## config.mk

```make
export PLATFORM = sky130hd
export DESIGN_NAME = mise_fifo
export DESIGN_NICKNAME = d
export VERILOG_FILES = /design/src/rtl/mise_pkg.sv /design/src/rtl/mise_fifo.sv
export SDC_FILE = /design/constraint.sdc
export NUM_CORES = 1
export LEC_CHECK = 0
export BUFFER_PORTS_ARGS = -buffer_cell sky130_fd_sc_hd__buf_2
export CORE_AREA = 2 2 44 46
export CTS_CLUSTER_DIAMETER = 100
export DETAILED_ROUTE_END_ITERATION = 12
export DIE_AREA = 0 0 46 48
export PLACE_DENSITY = 0.7
export SKIP_CTS_REPAIR_TIMING = 1
export SLEW_MARGIN = 25
export SYNTH_ARGS = -nofsm -noshare
export SYNTH_HDL_FRONTEND = slang
export SYNTH_SLANG_ARGS = --single-unit
```

## constraint.sdc

```tcl
create_clock -name i_clk -period 2.1 [get_ports i_clk]
set_input_delay 0.42 -clock i_clk [delete_from_list [all_inputs] [get_ports i_clk]]
set_output_delay 0.42 -clock i_clk [all_outputs]
set_load 0.005 [all_outputs]
```

## src/rtl/mise_pkg.sv

```systemverilog
// Shared types and constants for the mesh isocline segment extractor.
// No dependencies; every other file in rtl/ depends on this package.
`timescale 1ns / 1ps
`default_nettype none
package mise_pkg;

    localparam int DIR_W     = 16;
    localparam int THR_W     = 21;
    localparam int A_FRAC    = 16;
    localparam int CFG_IDX_W = 2;

    localparam logic [CFG_IDX_W-1:0] CFG_DIR_X = 2'd0;
    localparam logic [CFG_IDX_W-1:0] CFG_DIR_Y = 2'd1;
    localparam logic [CFG_IDX_W-1:0] CFG_DIR_Z = 2'd2;
    localparam logic [CFG_IDX_W-1:0] CFG_THR   = 2'd3;

    localparam logic signed [DIR_W-1:0] DIR_X_RST = 16'sd0;
    localparam logic signed [DIR_W-1:0] DIR_Y_RST = 16'sd0;
    localparam logic signed [DIR_W-1:0] DIR_Z_RST = 16'sd16384;
    localparam logic [THR_W-1:0]        THR_RST   = 21'd27;

    typedef struct packed {
        logic signed [DIR_W-1:0] dir_x;
        logic signed [DIR_W-1:0] dir_y;
        logic signed [DIR_W-1:0] dir_z;
        logic [THR_W-1:0]        thr;
    } t_cfg;

    typedef struct packed {
        logic busy;
        logic done;
    } t_div_status;

    typedef enum logic [2:0] {
        S_IDLE,
        S_EDGE,
        S_DIV,
        S_MUL,
        S_ACC,
        S_OUT
    } t_back_state;

endpackage
`default_nettype wire

```

## src/rtl/mise_fifo.sv

```systemverilog
// Two-entry queue of face records between the front and the back end.
// Depends on mise_pkg only by house convention.
`timescale 1ns / 1ps
`default_nettype none
module mise_fifo #(
    parameter int W = 8
) (
    input  wire logic         i_clk,
    input  wire logic         i_rst_n,
    input  wire logic         i_push,
    input  wire logic [W-1:0] i_data,
    output logic              o_ready,
    input  wire logic         i_pop,
    output logic              o_valid,
    output logic [W-1:0]      o_data
);
    import mise_pkg::*;

    logic [W-1:0] r_mem [2];
    logic         r_wp;
    logic         r_rp;
    logic [1:0]   r_cnt;
    logic         do_push;
    logic         do_pop;

    assign o_ready = (r_cnt != 2'd2);
    assign o_valid = (r_cnt != 2'd0);
    assign o_data  = r_mem[r_rp];
    assign do_push = i_push && o_ready;
    assign do_pop  = i_pop && o_valid;

    always_ff @(posedge i_clk) begin
        if (!i_rst_n) begin
            r_wp  <= 1'b0;
            r_rp  <= 1'b0;
            r_cnt <= 2'd0;
        end else begin
            if (do_push) begin
                r_wp <= ~r_wp;
            end
            if (do_pop) begin
                r_rp <= ~r_rp;
            end
            r_cnt <= r_cnt + 2'(do_push) - 2'(do_pop);
        end
    end

    always_ff @(posedge i_clk) begin
        if (do_push) begin
            r_mem[r_wp] <= i_data;
        end
    end

endmodule
`default_nettype wire

```

==> results.json, run 1 <==
{
  "grt_use_total_pct": 11.98,
  "drtIter0Drc": 2,
  "ys_warn_count": 0,
  "cts.sinks": 21,
  "cp_slowest_cell": "dfxtp_1",
  "cts_buffers": 3,
  "hold_end": "r_mem[1][2]$_DFFE_PP_",
  "rrSetupSlack_ns": 0.48,
  "fillers": 150,
  "yosysTopAreaCell": "edfxtp_1",
  "maxCapViolCount": 0,
  "synth-seq-area-share_pct": 71.60,
  "power.leakage_nw": 0.3919,
  "fin_area_um2": 967.2,
  "drt_first_pass_iters": 3,
  "synthMuxAreaShare_pct": 12.35,
  "fmax_ghz": 0.5656,
  "start_util_pct": 48.00,
  "min_path_type": "in -> reg",
  "fin_skew_ns": 0.0006161,
  "synth_top_family_by_area": "multiplexers",
  "critPathTopFamily": "flip-flops",
  "insertion_delay_ns": 0.29,
  "cellPowerDensity_nw_per_um2": 1094,
  "drc": 0,
  "cp.required_ns": 1.68,
  "netlist_area_um2": 810.8,
  "antenna_found_initial": 0,
  "synth-adder-area-share_pct": 3.086,
  "cts_tree": "built",
  "die_w_um": 46,
  "postLayoutCoreUtil_pct": 57.26,
  "vias_per_cell": 4.934,
  "tightest_slew_ns": 0.3793,
  "pin_count": 22,
  "dr_total_vias": 449,
  "slew_violations": 0,
  "synth_compound_area_share_pct": 1.080,
  "synth_common_cells": "edfxtp_1 (16), mux2_2 (8), dfxtp_1 (5)",
  "dpl_cell_area_um2": 939.7,
  "nNetsFinal": 89,
  "die_h_um": 48,
  "ant_nets": 0,
  "path_cells": "mux2_2 -> buf_2",
  "worstSetupPathType": "reg -> out",
  "root_buffer": "clkbuf_4",
  "finalHoldViolations": 0,
  "path_max_fanout": 8,
  "dp_hpwl_um": 826,
  "min_period_ns": 1.768,
  "critical_path.max_stage_delay_ns": 0.55,
  "synth.distinct_cells": 16,
  "maxSlewHeadroom_pct": 74.72,
  "synth_flop_cell": "edfxtp_1",
  "avgRoutedWirePerCell_um": 12.08,
  "core-area_um2": 1689,
  "yosys.area_share.simple_pct": 7.562,
  "gp_congestion": 0.6178,
  "synthXorXnorAreaFrac_pct": 3.241,
  "cp_data_arrival_time_ns": 1.35,
  "synth.net_count": 63,
  "routed_wirelength_mm": 1.099,
  "synth_edf_count": 16,
  "clockBufferDepth": 2,
  "critPathBufInv": 1,
  "r2r-start": "r_cnt[0]$_SDFF_PN0_",
  "synth_top_area_share_pct": 59.26,
  "diodes": 0,
  "syn_inst": 49,
  "synth-async-reset-ratio_pct": 0,
  "whs_path_depth": 1,
  "p_total_mw": 1.058,
  "whs_ns": 0.3065,
  "setup_violations": 0,
  "yosysMostFrequentCell": "edfxtp_1",
  "grt_pass1_vias": 416,
  "fin_crit_sh_pct": 84.19,
  "grt_overflow": 0,
  "die_area_um2": 2208,
  "critPathCaptureType": "output pin",
  "r2r_cells": 8,
  "synth.area.top_cells": "edfxtp_1 (59%), dfxtp_1 (12%), mux2_2 (11%)",
  "numPortBuffers": 21,
  "hp-start": "i_data[2]",
  "grt_max_degree": 13,
  "row_count": 15,
  "cts.reportedPaths.clkPinSlew_ns": 0.11,
  "drive_gt1_share_pct": 48.65,
  "ys_seq_elements": 21,
  "grt_pass1_wl_mm": 1.704,
  "area_delta_synth_final_pct": 19.29,
  "syn_area_per_cell_um2": 16.55,
  "peakVddDrop_uv": 764.0,
  "final.setup.tns_ns": 0,
  "start_kind": "flop",
  "rsz0062_at_grt": "false",
  "worstReg2RegEnd": "r_cnt[1]$_SDFF_PN0_",
  "outcome": "complete, no violations",
  "cts_max_level": 1
}
==> cell type report <==
class / instances / area, um^2 / share of cell area (%)
Sequential cell: 21 / 580.6 / 60.03
Multi-Input combinational cell: 26 / 221.5 / 22.90
Timing Repair Buffer: 22 / 112.6 / 11.64
Clock buffer: 3 / 22.52 / 2.329
Tap cell: 17 / 21.27 / 2.199
Clock inverter: 1 / 5.005 / 0.5175
Inverter: 1 / 3.754 / 0.3881
==> through the flow <==
stage | worst slack (ns) | cells
5_1_grt | 0.2238 | 91
4_1_cts | 0.2863 | 91
6_report | 0.3319 | 91
3_3_place_gp | 0.4779 | 87
3_5_place_dp | 0.4523 | 87
2_1_floorplan | 0.5426 | 49
==> sequential cells by signal, summed over array words and instances, names as in the netlist, named ones only <==
signal  flops
r_mem      16
r_rp        1
r_wp        1
r_cnt       2
==> cell usage in the layout (no fill, tap or decap), types with 2 or more instances in the layout <==
| cell type | n |
|---|---|
| clkbuf_4 | 3 |
| buf_2 | 21 |
| edfxtp_1 | 16 |
| xnor2_1 | 3 |
| ha_1 | 2 |
| mux2_2 | 8 |
| dfxtp_1 | 5 |
| nor2b_1 | 2 |
| nand2_1 | 2 |
| and2_1 | 2 |
| nand2b_1 | 2 |
==> worst max path at each step <==
| stage | startpoint | end | slack (ns) | cells after the start |
|---|---|---|---|---|
| floorplan | r_cnt[0]$_SDFF_PN0_ | r_cnt[1]$_SDFF_PN0_ | 0.54 | 8 |
| global placement | i_pop | r_cnt[1]$_SDFF_PN0_ | 0.48 | 8 |
| detailed placement | i_pop | r_cnt[1]$_SDFF_PN0_ | 0.45 | 8 |
| CTS | flop | o_data[4] | 0.29 | 2 |
| global route | flop | o_data[6] | 0.22 | 2 |
| finish | flop | o_data[4] | 0.33 | 2 |
==> kinds of logic (layout without fill, tap and decap cells) <==
family / after synthesis / after routing
xor gates and xnor gates: 3 / 3
buffers and inverters: 2 / 27
DFF: 21 / 21
muxes: 9 / 9
adders and majority gates: 2 / 2
AOI/OAI and AO/OA: 1 / 1
and+or+nand+nor: 11 / 11
==> layer usage <==
layer	wire, um	GRT usage (%)	part of all wire (%)	up-vias
li1	-	-	-	223
met1	452	11.17	41	208
met2	566	23.89	52	16
met3	61	3.396	5.6	2
met4	19	5.143	1.7	0
met5	0	0	0	-
==> where the power goes <==
part           internal, mW  switching [mW]  total [mW]
Combinational         0.178           0.120       0.298
Sequential            0.528          0.0491       0.577
Clock                0.0709           0.112       0.183
Total                 0.777           0.281        1.06
(Power assumes the default switching activity.)
==> run 2, diff against run 1 <==
Settings changed: ABC_AREA from default to 1, CORE_AREA 2 2 44 46 to 2 2 45 47, DIE_AREA 0 0 46 48 to 0 0 47 49, PLACE_DENSITY 0.7 to 0.71.
Clock period 2.1 ns to 1.7 ns, I/O delays scaled along.
==> run 2 against run 1 <==
Compared with the run above: final cell count grew 25%; clock power grew 20%; largest cell class unchanged; power grew 34%.
==> results.json, run 2 <==
{
  "fmax_ghz": 0.6356,
  "synth_common_cells": "edfxtp_1 (16), mux2_4 (8), inv_1 (7), nand2_1 (7), nor2_1 (6)",
  "drc": 0,
  "cp_data_arrival_time_ns": 1.23,
  "synth.area.top_cells": "edfxtp_1 (55%), mux2_4 (14%), dfxtp_1 (11%)",
  "largest_reg_flops": 16,
  "finalHoldViolations": 0,
  "top_register": "r_mem",
  "synth_top_area_share_pct": 55.09,
  "worstSetupPathType": "reg -> out",
  "cts.reportedPaths.clkPinSlew_ns": 0.10,
  "p_int_uw": 998.1,
  "switching_share_pct": 29.48,
  "path_max_fanout": 8,
  "cts_max_level": 1,
  "slew_violations": 0,
  "grt_pass1_vias": 528,
  "nNetsFinal": 102,
  "synth-async-reset-ratio_pct": 0,
  "dr_total_vias": 509,
  "ant_nets": 0,
  "clockBufferDepth": 2,
  "dp_hpwl_um": 973.7,
  "final.setup.tns_ns": 0,
  "cp.required_ns": 1.36,
  "maxSlewHeadroom_pct": 78.90,
  "min_path_type": "in -> reg",
  "cellPowerDensity_nw_per_um2": 1359,
  "vias_per_cell": 4.465,
  "area_delta_synth_final_pct": 19.37,
  "maxCapViolCount": 0,
  "diodes": 0,
  "insertion_delay_ns": 0.28,
  "min_period_ns": 1.573,
  "synth_edf_count": 16,
  "seqPwrFrac_pct": 49.7,
  "outcome": "complete, no violations",
  "power.leakage_nw": 0.4576,
  "ys_warn_count": 0,
  "setup_violations": 0,
  "drt_first_pass_iters": 2,
  "antenna_found_initial": 0,
  "start_kind": "flop",
  "gp_congestion": 0.6832,
  "grt_max_degree": 12,
  "core-area_um2": 1842,
  "root_buffer": "clkbuf_4",
  "fin_area_um2": 1041,
  "yosysTopAreaCell": "edfxtp_1",
  "cts.sinks": 21,
  "final_cell_mix": "buf_2 (21), edfxtp_1 (16), mux2_4 (8)",
  "drtIter0Drc": 1,
  "yosysMostFrequentCell": "edfxtp_1",
  "grt_pass1_wl_mm": 2.028,
  "synth.net_count": 75,
  "syn_area_per_cell_um2": 14.30,
  "p_sw_uw": 417.1,
  "reg_top3": "r_mem x16, r_cnt x2",
  "start_util_pct": 47.35,
  "cts_buffers": 3,
  "peakVddDrop_uv": 725.1,
  "avgRoutedWirePerCell_um": 10.65,
  "pin_count": 22,
  "comb_power_share_pct": 34.8,
  "r2r-start": "r_cnt[0]$_SDFF_PN0_",
  "die_area_um2": 2303,
  "critPathCaptureType": "output pin",
  "syn_inst": 61,
  "fin_crit_sh_pct": 92.55,
  "rsz0062_at_grt": "false",
  "ys_seq_elements": 21,
  "synth.distinct_cells": 14,
  "rrSetupSlack_ns": 0.16,
  "fin_ws_ns": 0.1266,
  "fin_skew_ns": 0.0009376,
  "clock_power_share_pct": 15.5,
  "drive_gt1_share_pct": 44.83,
  "place_ws_ns": 0.1661,
  "grt_overflow": 0,
  "synth_flop_cell": "edfxtp_1",
  "synth-seq-area-share_pct": 66.57,
  "grt_use_total_pct": 12.50,
  "netlist_area_um2": 872.1,
  "tightest_slew_ns": 0.3161,
  "cts_tree": "built",
  "routed_wirelength_mm": 1.214,
  "die_w_um": 47,
  "die_h_um": 49,
  "r2r_cells": 10,
  "dpl_cell_area_um2": 1015,
  "numPortBuffers": 21,
  "worstReg2RegEnd": "r_cnt[1]$_SDFF_PN0_",
  "worstSetupEndpoint": "o_data[5]",
  "row_count": 16,
  "layout_commonest_cell": "buf_2"
}
[run 2: logic make-up (layout without fill, tap and decap cells)]
kind of cell	count (synthesis)	in the layout	share of synthesized area [%]
muxes	8	8	13.77
and+or+nand+nor	20	20	11.33
DFF	21	21	66.57
buffers and inverters	8	34	4.305
adders and majority gates	2	2	2.869
AOI/OAI and AO/OA	2	2	1.148
[run 2: cell type report]
cell class | instances | area (um^2)
inverter | 7 | 26.28
timing repair buffer | 23 | 120.1
sequential | 21 | 580.6
tap | 27 | 33.78
multi-input combinational | 32 | 254.0
clock buffer | 4 | 26.28
fill | 165 | 800.8
[run 2: worst min-delay path by stage]
stage	from	end	slack [ns]	cells after the start
floorplan	i_rst_n	r_cnt[0]$_SDFF_PN0_	0.43	2
global placement	r_rp$_SDFFE_PN0P_	r_rp$_SDFFE_PN0P_	0.49	2
detailed placement	r_rp$_SDFFE_PN0P_	flop	0.48	2
CTS	i_data[1]	r_mem[0][1]$_DFFE_PP_	0.23	1
global route	i_data[3]	r_mem[0][3]$_DFFE_PP_	0.22	1
finish	i_data[3]	r_mem[1][3]$_DFFE_PP_	0.24	1
[run 2: critical path, stage by stage, from the launching register on]
cell and delay [ns]:
dfxtp_1 0.32, buf_4 0.19, mux2_4 0.31, buf_2 0.12
[run 2: metal layers]
layer  vias to the layer above  part of all wire (%)  GRT usage, %  wire [um]
met5                         -                     0             0          0
met2                        15                    53         21.69        642
met4                         0                   1.2         5.556         15
li1                        261                     -             -          -
met3                         2                   6.5         4.444         79
met1                       231                    39         12.71        477
[run 2: power by group through the flow]
| stage | clock network (mW) | logic (mW) | registers, mW |
|---|---|---|---|
| after CTS | 0.228 | 0.502 | 0.705 |
| final | 0.219 | 0.493 | 0.703 |
| after global routing | 0.247 | 0.557 | 0.716 |
| after detailed placement | 0 | 0.500 | 0.716 |
| after floorplan | 0 | 0.351 | 0.707 |
| after global placement | 0 | 0.483 | 0.711 |
[run 2: per-stage QoR]
stage	total power, mW	utilization, %	hold WS [ns]	std cells
after floorplan	1.059	-	0.4335	61
after global placement	1.193	55.10	0.4883	110
after detailed placement	1.216	55.10	0.4808	110
after CTS	1.435	56.52	0.2262	114
after global routing	1.520	56.52	0.2156	114
final	1.415	56.52	0.2374	114
