## src/rtl/mise_pkg.sv

```systemverilog
// Shared types and constants for the mesh isocline segment extractor.
// No dependencies; every other file in rtl/ depends on this package.
`timescale 1ns / 1ps
`default_nettype none
package mise_pkg;

    localparam int DIR_W     = 16;
    localparam int THR_W     = 21;
    localparam int A_FRAC    = 16;
    localparam int CFG_IDX_W = 2;

    localparam logic [CFG_IDX_W-1:0] CFG_DIR_X = 2'd0;
    localparam logic [CFG_IDX_W-1:0] CFG_DIR_Y = 2'd1;
    localparam logic [CFG_IDX_W-1:0] CFG_DIR_Z = 2'd2;
    localparam logic [CFG_IDX_W-1:0] CFG_THR   = 2'd3;

    localparam logic signed [DIR_W-1:0] DIR_X_RST = 16'sd0;
    localparam logic signed [DIR_W-1:0] DIR_Y_RST = 16'sd0;
    localparam logic signed [DIR_W-1:0] DIR_Z_RST = 16'sd16384;
    localparam logic [THR_W-1:0]        THR_RST   = 21'd27;

    typedef struct packed {
        logic signed [DIR_W-1:0] dir_x;
        logic signed [DIR_W-1:0] dir_y;
        logic signed [DIR_W-1:0] dir_z;
        logic [THR_W-1:0]        thr;
    } t_cfg;

    typedef struct packed {
        logic busy;
        logic done;
    } t_div_status;

    typedef enum logic [2:0] {
        S_IDLE,
        S_EDGE,
        S_DIV,
        S_MUL,
        S_ACC,
        S_OUT
    } t_back_state;

endpackage
`default_nettype wire

```

## src/rtl/mise_if.sv

```systemverilog
// Handshake interfaces: vertex input, segment output and configuration write.
// Depends on mise_pkg for the configuration field widths.
`timescale 1ns / 1ps
`default_nettype none


interface mise_seg_if #(parameter int PW = 24, parameter int NW = 16);
    logic                 valid;
    logic                 ready;
    logic signed [PW-1:0] seg_start_x;
    logic signed [PW-1:0] seg_start_y;
    logic signed [PW-1:0] seg_start_z;
    logic signed [NW-1:0] seg_start_nx;
    logic signed [NW-1:0] seg_start_ny;
    logic signed [NW-1:0] seg_start_nz;
    logic signed [PW-1:0] seg_end_x;
    logic signed [PW-1:0] seg_end_y;
    logic signed [PW-1:0] seg_end_z;
    logic signed [NW-1:0] seg_end_nx;
    logic signed [NW-1:0] seg_end_ny;
    logic signed [NW-1:0] seg_end_nz;
    modport source (output valid, seg_start_x, seg_start_y, seg_start_z, seg_start_nx,
                    seg_start_ny, seg_start_nz, seg_end_x, seg_end_y, seg_end_z,
                    seg_end_nx, seg_end_ny, seg_end_nz, input ready);
    modport sink   (input valid, seg_start_x, seg_start_y, seg_start_z, seg_start_nx,
                    seg_start_ny, seg_start_nz, seg_end_x, seg_end_y, seg_end_z,
                    seg_end_nx, seg_end_ny, seg_end_nz, output ready);
endinterface

`default_nettype wire

```

## src/rtl/mise_div.sv

```systemverilog
// Restoring divider for the crossing parameter: one quotient bit per cycle.
// Requires num <= den; the quotient has A_FRAC fraction bits. Depends on mise_pkg.
`timescale 1ns / 1ps
`default_nettype none
module mise_div #(
    parameter int DEN_W = 35
) (
    input  wire logic                      i_clk,
    input  wire logic                      i_rst_n,
    input  wire logic                      i_start,
    input  wire logic [DEN_W-1:0]          i_num,
    input  wire logic [DEN_W-1:0]          i_den,
    output mise_pkg::t_div_status          o_status,
    output logic [mise_pkg::A_FRAC:0]      o_quot
);
    import mise_pkg::*;

    localparam int QW = A_FRAC + 1;
    localparam int CW = $clog2(QW + 1);

    logic             r_busy;
    logic             r_done;
    logic [CW-1:0]    r_cnt;
    logic [DEN_W:0]   r_rem;
    logic [DEN_W-1:0] r_den;
    logic [QW-1:0]    r_q;
    logic             qbit;
    logic [DEN_W:0]   rem_sub;

    assign qbit    = (r_rem >= {1'b0, r_den});
    assign rem_sub = qbit ? (r_rem - {1'b0, r_den}) : r_rem;

    always_ff @(posedge i_clk) begin
        if (!i_rst_n) begin
            r_busy <= 1'b0;
            r_done <= 1'b0;
            r_cnt  <= '0;
        end else begin
            r_done <= 1'b0;
            if (i_start) begin
                r_busy <= 1'b1;
                r_cnt  <= CW'(QW);
            end else if (r_busy) begin
                r_cnt <= r_cnt - CW'(1);
                if (r_cnt == CW'(1)) begin
                    r_busy <= 1'b0;
                    r_done <= 1'b1;
                end
            end
        end
    end

    // The remainder stays below den after each step, so doubling needs one extra bit.
    always_ff @(posedge i_clk) begin
        if (i_start) begin
            r_rem <= {1'b0, i_num};
            r_den <= i_den;
        end else if (r_busy) begin
            r_rem <= {rem_sub[DEN_W-1:0], 1'b0};
            r_q   <= {r_q[QW-2:0], qbit};
        end
    end

    assign o_status.busy = r_busy;
    assign o_status.done = r_done;
    assign o_quot        = r_q;

endmodule
`default_nettype wire

```

## src/rtl/mise_back.sv

```systemverilog
// Back end: walks the edges of a queued face in turn, finds crossings with the divider
// (or from the start dot product alone when the dot difference is within the threshold),
// interpolates with one multiplier and emits the segment. Depends on mise_pkg, mise_if, mise_div.
`timescale 1ns / 1ps
`default_nettype none
module mise_back #(
    parameter int PW = 24,
    parameter int NW = 16,
    parameter int DW = NW + mise_pkg::DIR_W + 2
) (
    input  wire logic                          i_clk,
    input  wire logic                          i_rst_n,
    input  wire logic                          i_face_valid,
    input  wire logic [9*PW+9*NW+3*DW-1:0]     i_face,
    output logic                               o_pop,
    input  wire mise_pkg::t_cfg                i_cfg,
    mise_seg_if.source                         o_seg
);
    import mise_pkg::*;

    localparam int DEN_W    = DW + 1;
    localparam int DOT_FRAC = NW - 2 + DIR_W - 2;
    localparam int QW       = A_FRAC + 1;
    // Positions and normals share one interpolation path as wide as the wider of the two.
    localparam int EW       = (PW > NW) ? PW : NW;
    localparam int TW       = EW + 19;
    localparam logic [DEN_W-1:0] NEAR_LIM = DEN_W'(1) << DOT_FRAC;

    t_back_state                r_state;
    t_back_state                n_state;
    logic [8:0][PW-1:0]         r_pos;
    logic [8:0][NW-1:0]         r_nrm;
    logic [2:0][DW-1:0]         r_dot;
    logic [1:0]                 r_edge;
    logic [1:0]                 r_found;
    logic [2:0]                 r_k;
    logic [QW-1:0]              r_a;
    logic signed [EW-1:0]       r_e0 [6];
    logic signed [EW-1:0]       r_e1 [6];
    logic signed [TW-1:0]       r_prod;
    logic [1:0][5:0][EW-1:0]    r_pt;
    logic                       r_ovld;

    logic signed [DW-1:0]       d0;
    logic signed [DW-1:0]       d1;
    logic signed [EW-1:0]       s0 [6];
    logic signed [EW-1:0]       s1 [6];
    logic signed [DEN_W-1:0]    diff;
    logic signed [DEN_W-1:0]    num_near;
    logic [DEN_W-1:0]           adiff;
    logic [DEN_W-1:0]           num_div;
    logic                       divide;
    logic                       ok_div;
    logic                       ok_near;
    logic                       edge_ok;
    logic                       last_edge;
    logic                       div_start;
    t_div_status                div_st;
    logic [QW-1:0]              div_q;
    logic signed [EW:0]         delta;
    logic signed [TW-1:0]       acc_t;

    mise_div #(.DEN_W(DEN_W)) u_div (
        .i_clk    (i_clk),
        .i_rst_n  (i_rst_n),
        .i_start  (div_start),
        .i_num    (num_div),
        .i_den    (adiff),
        .o_status (div_st),
        .o_quot   (div_q)
    );

    // Edge endpoint selection: edges 0-1, 1-2, then 2-0.
    always_comb begin
        d0 = $signed(r_dot[0]);
        d1 = $signed(r_dot[1]);
        for (int k = 0; k < 3; k++) begin
            s0[k] = EW'($signed(r_pos[k]));      s1[k] = EW'($signed(r_pos[3 + k]));
            s0[3 + k] = EW'($signed(r_nrm[k]));
            s1[3 + k] = EW'($signed(r_nrm[3 + k]));
        end
        unique case (r_edge)
            2'd1: begin
                d0 = $signed(r_dot[1]);
                d1 = $signed(r_dot[2]);
                for (int k = 0; k < 3; k++) begin
                    s0[k] = EW'($signed(r_pos[3 + k]));  s1[k] = EW'($signed(r_pos[6 + k]));
                    s0[3 + k] = EW'($signed(r_nrm[3 + k]));
                    s1[3 + k] = EW'($signed(r_nrm[6 + k]));
                end
            end
            2'd2: begin
                d0 = $signed(r_dot[2]);
                d1 = $signed(r_dot[0]);
                for (int k = 0; k < 3; k++) begin
                    s0[k] = EW'($signed(r_pos[6 + k]));  s1[k] = EW'($signed(r_pos[k]));
                    s0[3 + k] = EW'($signed(r_nrm[6 + k]));
                    s1[3 + k] = EW'($signed(r_nrm[k]));
                end
            end
            default: begin
            end
        endcase
    end

    assign diff     = DEN_W'(d1) - DEN_W'(d0);
    assign num_near = -DEN_W'(d0);
    assign adiff    = diff[DEN_W-1] ? DEN_W'(-diff) : DEN_W'(diff);
    assign num_div  = diff[DEN_W-1] ? DEN_W'(DEN_W'(d0)) : DEN_W'(num_near);
    assign divide   = (adiff > DEN_W'(i_cfg.thr));
    assign ok_div   = !num_div[DEN_W-1] && (num_div <= adiff);
    assign ok_near  = !num_near[DEN_W-1] && (DEN_W'(num_near) <= NEAR_LIM);
    assign edge_ok  = divide ? ok_div : ok_near;
    assign last_edge = (r_edge == 2'd2);

    assign delta = (EW + 1)'(r_e1[r_k]) - (EW + 1)'(r_e0[r_k]);
    assign acc_t = {{3{r_e0[r_k][EW-1]}}, r_e0[r_k], A_FRAC'(0)} + r_prod
                 + TW'(1 << (A_FRAC - 1));

    always_comb begin
        n_state = r_state;
        unique case (r_state)
            S_IDLE: begin
                if (i_face_valid) begin
                    n_state = S_EDGE;
                end
            end
            S_EDGE: begin
                if (edge_ok) begin
                    n_state = divide ? S_DIV : S_MUL;
                end else if (last_edge) begin
                    n_state = (r_found != 2'd0) ? S_OUT : S_IDLE;
                end
            end
            S_DIV: begin
                if (div_st.done) begin
                    n_state = S_MUL;
                end
            end
            S_MUL: n_state = S_ACC;
            S_ACC: begin
                if (r_k != 3'd5) begin
                    n_state = S_MUL;
                end else if (r_found == 2'd1 || last_edge) begin
                    n_state = S_OUT;
                end else begin
                    n_state = S_EDGE;
                end
            end
            S_OUT: begin
                if (!r_ovld) begin
                    n_state = S_IDLE;
                end
            end
            default: n_state = S_IDLE;
        endcase
    end

    always_comb begin
        o_pop     = (r_state == S_IDLE) && i_face_valid;
        div_start = (r_state == S_EDGE) && divide && ok_div;
    end

    always_ff @(posedge i_clk) begin
        if (!i_rst_n) begin
            r_state <= S_IDLE;
            r_ovld  <= 1'b0;
            r_found <= 2'd0;
            r_edge  <= 2'd0;
        end else begin
            r_state <= n_state;
            if (r_state == S_OUT && !r_ovld) begin
                r_ovld <= 1'b1;
            end else if (o_seg.ready) begin
                r_ovld <= 1'b0;
            end
            unique case (r_state)
                S_IDLE: begin
                    r_found <= 2'd0;
                    r_edge  <= 2'd0;
                end
                S_EDGE: begin
                    if (!edge_ok && !last_edge) begin
                        r_edge <= r_edge + 2'd1;
                    end
                end
                S_ACC: begin
                    if (r_k == 3'd5) begin
                        r_found <= r_found + 2'd1;
                        if (!last_edge) begin
                            r_edge <= r_edge + 2'd1;
                        end
                    end
                end
                default: begin
                end
            endcase
        end
    end

    always_ff @(posedge i_clk) begin
        if (o_pop) begin
            {r_dot, r_nrm, r_pos} <= i_face;
        end
        if (r_state == S_EDGE) begin
            r_e0 <= s0;
            r_e1 <= s1;
            r_k  <= 3'd0;
            r_a  <= num_near[DOT_FRAC -: QW];
        end
        if (div_st.done) begin
            r_a <= div_q;
        end
        if (r_state == S_MUL) begin
            r_prod <= $signed({1'b0, r_a}) * delta;
        end
        if (r_state == S_ACC) begin
            r_pt[r_found[0]][r_k] <= acc_t[A_FRAC +: EW];
            r_k <= r_k + 3'd1;
        end
        if (r_state == S_OUT && !r_ovld) begin
            o_seg.seg_start_x  <= r_pt[0][0][PW-1:0];
            o_seg.seg_start_y  <= r_pt[0][1][PW-1:0];
            o_seg.seg_start_z  <= r_pt[0][2][PW-1:0];
            o_seg.seg_start_nx <= r_pt[0][3][NW-1:0];
            o_seg.seg_start_ny <= r_pt[0][4][NW-1:0];
            o_seg.seg_start_nz <= r_pt[0][5][NW-1:0];
            o_seg.seg_end_x    <= r_pt[r_found[1]][0][PW-1:0];
            o_seg.seg_end_y    <= r_pt[r_found[1]][1][PW-1:0];
            o_seg.seg_end_z    <= r_pt[r_found[1]][2][PW-1:0];
            o_seg.seg_end_nx   <= r_pt[r_found[1]][3][NW-1:0];
            o_seg.seg_end_ny   <= r_pt[r_found[1]][4][NW-1:0];
            o_seg.seg_end_nz   <= r_pt[r_found[1]][5][NW-1:0];
        end
    end

    assign o_seg.valid = r_ovld;

    a_found_max: assert property (@(posedge i_clk) disable iff (!i_rst_n)
        r_found != 2'd3)
        else $error("more than two crossings recorded");
    a_div_state: assert property (@(posedge i_clk) disable iff (!i_rst_n)
        div_st.busy |-> (r_state == S_DIV))
        else $error("divider running outside the divide state");
    a_out_load: assert property (@(posedge i_clk) disable iff (!i_rst_n)
        (r_state == S_OUT && !r_ovld) |=> r_ovld)
        else $error("segment not loaded into output register");

endmodule
`default_nettype wire

```

## src/flat_wrapper.sv

```systemverilog
// flat-port wrapper written by rule: the top's interface ports become plain ports
module mise_back_flat import mise_pkg::*;
#(
    parameter int PW = 24,
    parameter int NW = 16,
    parameter int DW = NW + mise_pkg::DIR_W + 2
)
  (i_clk, i_rst_n, i_face_valid, i_face, o_pop, i_cfg, o_seg_valid, o_seg_seg_start_x, o_seg_seg_start_y, o_seg_seg_start_z, o_seg_seg_start_nx, o_seg_seg_start_ny, o_seg_seg_start_nz, o_seg_seg_end_x, o_seg_seg_end_y, o_seg_seg_end_z, o_seg_seg_end_nx, o_seg_seg_end_ny, o_seg_seg_end_nz, o_seg_ready);
  mise_seg_if #(.PW(PW), .NW(NW)) o_seg_i ();
  input  wire logic i_clk;
  input  wire logic i_rst_n;
  input  wire logic i_face_valid;
  input  wire logic [9*PW+9*NW+3*DW-1:0] i_face;
  output logic o_pop;
  input  wire mise_pkg::t_cfg i_cfg;
  output wire logic [$bits(o_seg_i.valid)-1:0] o_seg_valid;
  output wire logic [$bits(o_seg_i.seg_start_x)-1:0] o_seg_seg_start_x;
  output wire logic [$bits(o_seg_i.seg_start_y)-1:0] o_seg_seg_start_y;
  output wire logic [$bits(o_seg_i.seg_start_z)-1:0] o_seg_seg_start_z;
  output wire logic [$bits(o_seg_i.seg_start_nx)-1:0] o_seg_seg_start_nx;
  output wire logic [$bits(o_seg_i.seg_start_ny)-1:0] o_seg_seg_start_ny;
  output wire logic [$bits(o_seg_i.seg_start_nz)-1:0] o_seg_seg_start_nz;
  output wire logic [$bits(o_seg_i.seg_end_x)-1:0] o_seg_seg_end_x;
  output wire logic [$bits(o_seg_i.seg_end_y)-1:0] o_seg_seg_end_y;
  output wire logic [$bits(o_seg_i.seg_end_z)-1:0] o_seg_seg_end_z;
  output wire logic [$bits(o_seg_i.seg_end_nx)-1:0] o_seg_seg_end_nx;
  output wire logic [$bits(o_seg_i.seg_end_ny)-1:0] o_seg_seg_end_ny;
  output wire logic [$bits(o_seg_i.seg_end_nz)-1:0] o_seg_seg_end_nz;
  input wire logic [$bits(o_seg_i.ready)-1:0] o_seg_ready;
  assign o_seg_valid = o_seg_i.valid;
  assign o_seg_seg_start_x = o_seg_i.seg_start_x;
  assign o_seg_seg_start_y = o_seg_i.seg_start_y;
  assign o_seg_seg_start_z = o_seg_i.seg_start_z;
  assign o_seg_seg_start_nx = o_seg_i.seg_start_nx;
  assign o_seg_seg_start_ny = o_seg_i.seg_start_ny;
  assign o_seg_seg_start_nz = o_seg_i.seg_start_nz;
  assign o_seg_seg_end_x = o_seg_i.seg_end_x;
  assign o_seg_seg_end_y = o_seg_i.seg_end_y;
  assign o_seg_seg_end_z = o_seg_i.seg_end_z;
  assign o_seg_seg_end_nx = o_seg_i.seg_end_nx;
  assign o_seg_seg_end_ny = o_seg_i.seg_end_ny;
  assign o_seg_seg_end_nz = o_seg_i.seg_end_nz;
  assign o_seg_i.ready = o_seg_ready;
  mise_back #(.PW(PW), .NW(NW), .DW(DW)) u_core (.i_clk(i_clk), .i_rst_n(i_rst_n), .i_face_valid(i_face_valid), .i_face(i_face), .o_pop(o_pop), .i_cfg(i_cfg), .o_seg(o_seg_i));
endmodule
```

## config.mk

```make
export PLATFORM = sky130hd
export DESIGN_NAME = mise_back_flat
export DESIGN_NICKNAME = d
export VERILOG_FILES = /design/src/rtl/mise_pkg.sv /design/src/rtl/mise_if.sv /design/src/rtl/mise_div.sv /design/src/rtl/mise_back.sv /design/src/flat_wrapper.sv
export SDC_FILE = /design/constraint.sdc
export NUM_CORES = 2
export LEC_CHECK = 0
export BUFFER_PORTS_ARGS = -buffer_cell sky130_fd_sc_hd__buf_2
export CAP_MARGIN = 15
export CELL_PAD_IN_SITES_DETAIL_PLACEMENT = 0
export CELL_PAD_IN_SITES_GLOBAL_PLACEMENT = 1
export CORE_UTILIZATION = 45
export DETAILED_ROUTE_END_ITERATION = 10
export GPL_TIMING_DRIVEN = 0
export PLACE_DENSITY_LB_ADDON = 0.12
export SYNTH_ARGS = -nofsm -noshare
export SYNTH_HDL_FRONTEND = slang
export SYNTH_SLANG_ARGS = --single-unit
export TNS_END_PERCENT = 1
```

## constraint.sdc

```tcl
create_clock -name i_clk -period 47.2 [get_ports i_clk]
set_clock_uncertainty 0.05 [all_clocks]
set_input_delay 4.72 -clock i_clk [delete_from_list [all_inputs] [get_ports i_clk]]
set_output_delay 4.72 -clock i_clk [all_outputs]
set_load 0.005 [all_outputs]
```

==> metrics.md <==
| Metric | Value |
|---|---|
| Root Driver | `clkbuf_16` |
| Avg Cell Area, Syn | `12.1 sq um` |
| Fmax | `64.3 MHz` |
| Worst-Skew Late Latency | `0.80 ns` |
| Synth warn | `0` |
| Initial antenna violation count | `14` |
| Final Cycle Share | `0.330` |
| Final hold vios | `0` |
| Global-route wire length before repair | `350 mm` |
| Reg2reg end | `u_core.r_prod[39]$_DFFE_PN_` |
| Ys flop type | `edfxtp_1` |
| Worst Path Max Fanout | `10` |
| Synth Instances | `6136` |
| Critical hold path startpoint | `u_core.r_pt[2]$_DFFE_PP_` |
| Top post-synthesis cells by area | `edfxtp_1 53%, fa_1 11%, ha_1 4.5%, a22oi_1 3.7%, nand2_1 3.3%` |
| Final wirelength | `245 mm` |
| CTS tree | `yes` |
| Status | `complete, no violations` |
| Max stage delay on crit path | `0.87 ns` |
| Post-synthesis sequential area ratio | `0.536` |
| GRT Total Usage | `0.290` |
| Worst path arrival time | `15.97 ns` |
| Slew headroom | `0.120` |
| Synthesis-to-layout area growth | `16.7%` |
| Critical path's most frequent cell | `fa_1` |
| # hold bufs at CTS | `0` |
| IO Pins | `777` |
| EDFF count, synth | `1314` |
| Initial Utilization | `0.455` |
| Clock-pin slew on the worst setup and hold paths | `0.06 ns` |
| Worst Hold Path Cells | `0` |
| TNS Setup | `0 ns` |
| Post-cts sizing count | `0` |
| Core ar. | `163000 sq um` |
| WHS Endpoint | `u_core.o_seg.seg_start_x[2]$_DFFE_PP_` |
| Syn nets | `7336` |
| Reg2reg start | `u_core.r_k[0]$_SDFFCE_PN0P_` |
| Commonest cells in the netlist | `1314 x edfxtp_1, 654 x nand2_1, 644 x inv_1, 409 x o21ai_0, 398 x fa_1` |
| Total congestion overflow | `0` |
| Worst EP required | `47.61 ns` |
| Vias post-DR | `52600` |
| Die Y | `408 microns` |
| Postcts setup bufs | `0` |
| H-tree levels | `4` |
| Worst Path Buf+Inv | `10` |
| Vias in the first global route | `51600` |
| Avg WL per Cell | `26.1 microns` |
| Total die area | `167000 sq um` |
| Final Setup Violations | `0` |
| Max_cap viols | `0` |
| Critical path class | `register to register` |
| Hold slack | `0.376 ns` |
| Synth async-reset ratio | `0` |
| DR iter-0 viols | `5309` |
| Port-buffer cells | `728` |
| Worst-margin pin slew | `1.32 ns` |
| Largest net degree at the start of global routing | `42` |
| Synth top area share | `0.531` |
| Row count | `148` |
| Crit-path slowest cell | `xor2_1` |
| GPL Wtd Cong | `0.964` |
| Final HPWL from detailed placement | `197 mm` |
| Distinct cells, synth | `107` |
| TritonCTS Buffers | `140` |
| Pre-Repair DR Iteration Count | `8` |
| Die Wd | `408 microns` |
| HP Class | `register to register` |
| Residual DRC | `0` |
| Layout cells sized above 1 | `0.174` |
| Crit start category | `register` |
| Post-Synthesis Cell Area | `74200 sq um` |
| Crit. End Element | `register` |
| Area leader, netlist | `edfxtp_1` |
| R2R setup slack | `31.64 ns` |
| Post-DRT Antenna Nets | `0` |
| Unrepaired setup endpoints after global routing | `no` |
| Final nets | `8298` |
| Vias per cell | `5.60` |
| Synth Register Bits | `1330` |
| Min Clock Period, post-route | `15.56 ns` |
| CTS Sinks | `1330` |
| Worst r2r path cells | `48` |
| Max-slew violation count | `0` |
| Crit path max-delay family | `compound AO/OA/AOI/OAI gates` |
| Count leader, synth | `edfxtp_1` |
| Worst-case clock buffer depth | `3` |
-- cell families (layout without fill, tap and decap cells) --
family / after synthesis / count (layout) / synth area share
AO/OA/AOI/OAI: 1315 / 1315 / 0.116
XOR/XNOR: 203 / 203 / 0.0245
adder cells (fa/ha/maj): 667 / 667 / 0.153
buffers and inverters: 951 / 2022 / 0.0493
flip-flops: 1330 / 1330 / 0.536
multiplexers: 165 / 165 / 0.0244
other: 0 / 5 / 0
AND/OR/NAND/NOR: 1505 / 1505 / 0.0977
-- worst register-to-register path, delay by kind of cell (launching register included) --
kind / cells / cell delay [ns]
AO/OA/AOI/OAI: 21 / 5.29
AND/OR/NAND/NOR: 6 / 1.48
flip-flops: 1 / 0.42
buffers and inverters: 10 / 2.82
XOR/XNOR: 2 / 1.03
adder cells (fa/ha/maj): 9 / 4.24
-- cell type report --
type | instances | area [sq um]
clock buffer | 163 | 3590
tap | 2175 | 2720
fill | 14300 | 76700
multi-input combinational | 3855 | 30900
timing repair buffer | 820 | 4810
buffer | 305 | 1240
inverter | 646 | 2420
sequential | 1330 | 39800
clock inverter | 88 | 1120
antenna | 5 | 12.5
-- metal layers --
| metal | wire length (microns) | global-route usage | share of wire |
|---|---|---|---|
| met1 | 102000 | 0.393 | 0.42 |
| met2 | 114000 | 0.467 | 0.47 |
| met3 | 17900 | 0.0472 | 0.073 |
| met4 | 10500 | 0.116 | 0.043 |
| met5 | 47 | 0 | 0.00019 |
-- how the worst max path moves through the flow --
stage	startpoint	to	cells past startpoint	slack, ns
6_report	u_core.r_k[0]$_SDFFCE_PN0P_	u_core.r_prod[39]$_DFFE_PN_	48	31.64
5_1_grt	u_core.r_edge[0]$_SDFFE_PN0P_	u_core.u_div.o_quot[3]$_DFFE_PP_	45	30.85
4_1_cts	u_core.r_edge[0]$_SDFFE_PN0P_	u_core.u_div.o_quot[3]$_DFFE_PP_	43	31.65
3_5_place_dp	u_core.r_edge[0]$_SDFFE_PN0P_	u_core.u_div.o_quot[5]$_DFFE_PP_	43	31.65
3_3_place_gp	i_face_valid	o_pop	4	-9.15
2_1_floorplan	i_face_valid	o_pop	2	6.54
-- layout by cell type, fill, tap and decap left out, drive strengths merged, types with 28 or more instances in the layout --
| master | n |
|---|---|
| nand2 | 655 |
| nor2 | 256 |
| o21ai | 449 |
| clkbuf | 418 |
| a21oi | 185 |
| buf | 870 |
| nand2b | 38 |
| inv | 648 |
| nand3 | 64 |
| and2 | 180 |
| o21a | 41 |
| edfxtp | 1314 |
| mux2 | 125 |
| a22oi | 363 |
| a221o | 34 |
| ha | 267 |
| fa | 398 |
| and3 | 40 |
| nor2b | 71 |
| nand4 | 28 |
| nor3 | 51 |
| xnor2 | 147 |
| clkinv | 62 |
| a21o | 50 |
| mux2i | 40 |
| xor2 | 54 |
-- per-stage QoR --
stage                     cell area (sq um)  setup WS [ns]  std cells   util
final                                 86600          31.64       9387  0.530
after global routing                  86600          30.85       9385  0.530
after CTS                             86500          31.65       9377  0.530
after detailed placement              81800          31.65       9126  0.501
after global placement                80600          -9.15       9039  0.494
after floorplan                       74200           6.54       6136      -
-- state kept, by name (all words and copies together), names as in the netlist, 17 cells and up --
| signal | count |
|---|---|
| u_core.u_div.r_rem | 36 |
| u_core.o_seg.seg_start_x | 24 |
| u_core.r_pt | 240 |
| u_core.o_seg.seg_end_y | 24 |
| u_core.r_a | 17 |
| u_core.o_seg.seg_end_z | 24 |
| u_core.r_nrm | 144 |
| u_core.o_seg.seg_start_y | 24 |
| u_core.r_e1 | 120 |
| u_core.r_pos | 216 |
| u_core.o_seg.seg_end_x | 24 |
| u_core.o_seg.seg_start_z | 24 |
| u_core.r_e0 | 120 |
| u_core.u_div.o_quot | 17 |
| u_core.r_prod | 25 |
| u_core.u_div.r_den | 35 |
| u_core.r_dot | 102 |
Power is not shown: default switching activity piles up to over one toggle a cycle in this logic, so the estimate is an artifact.
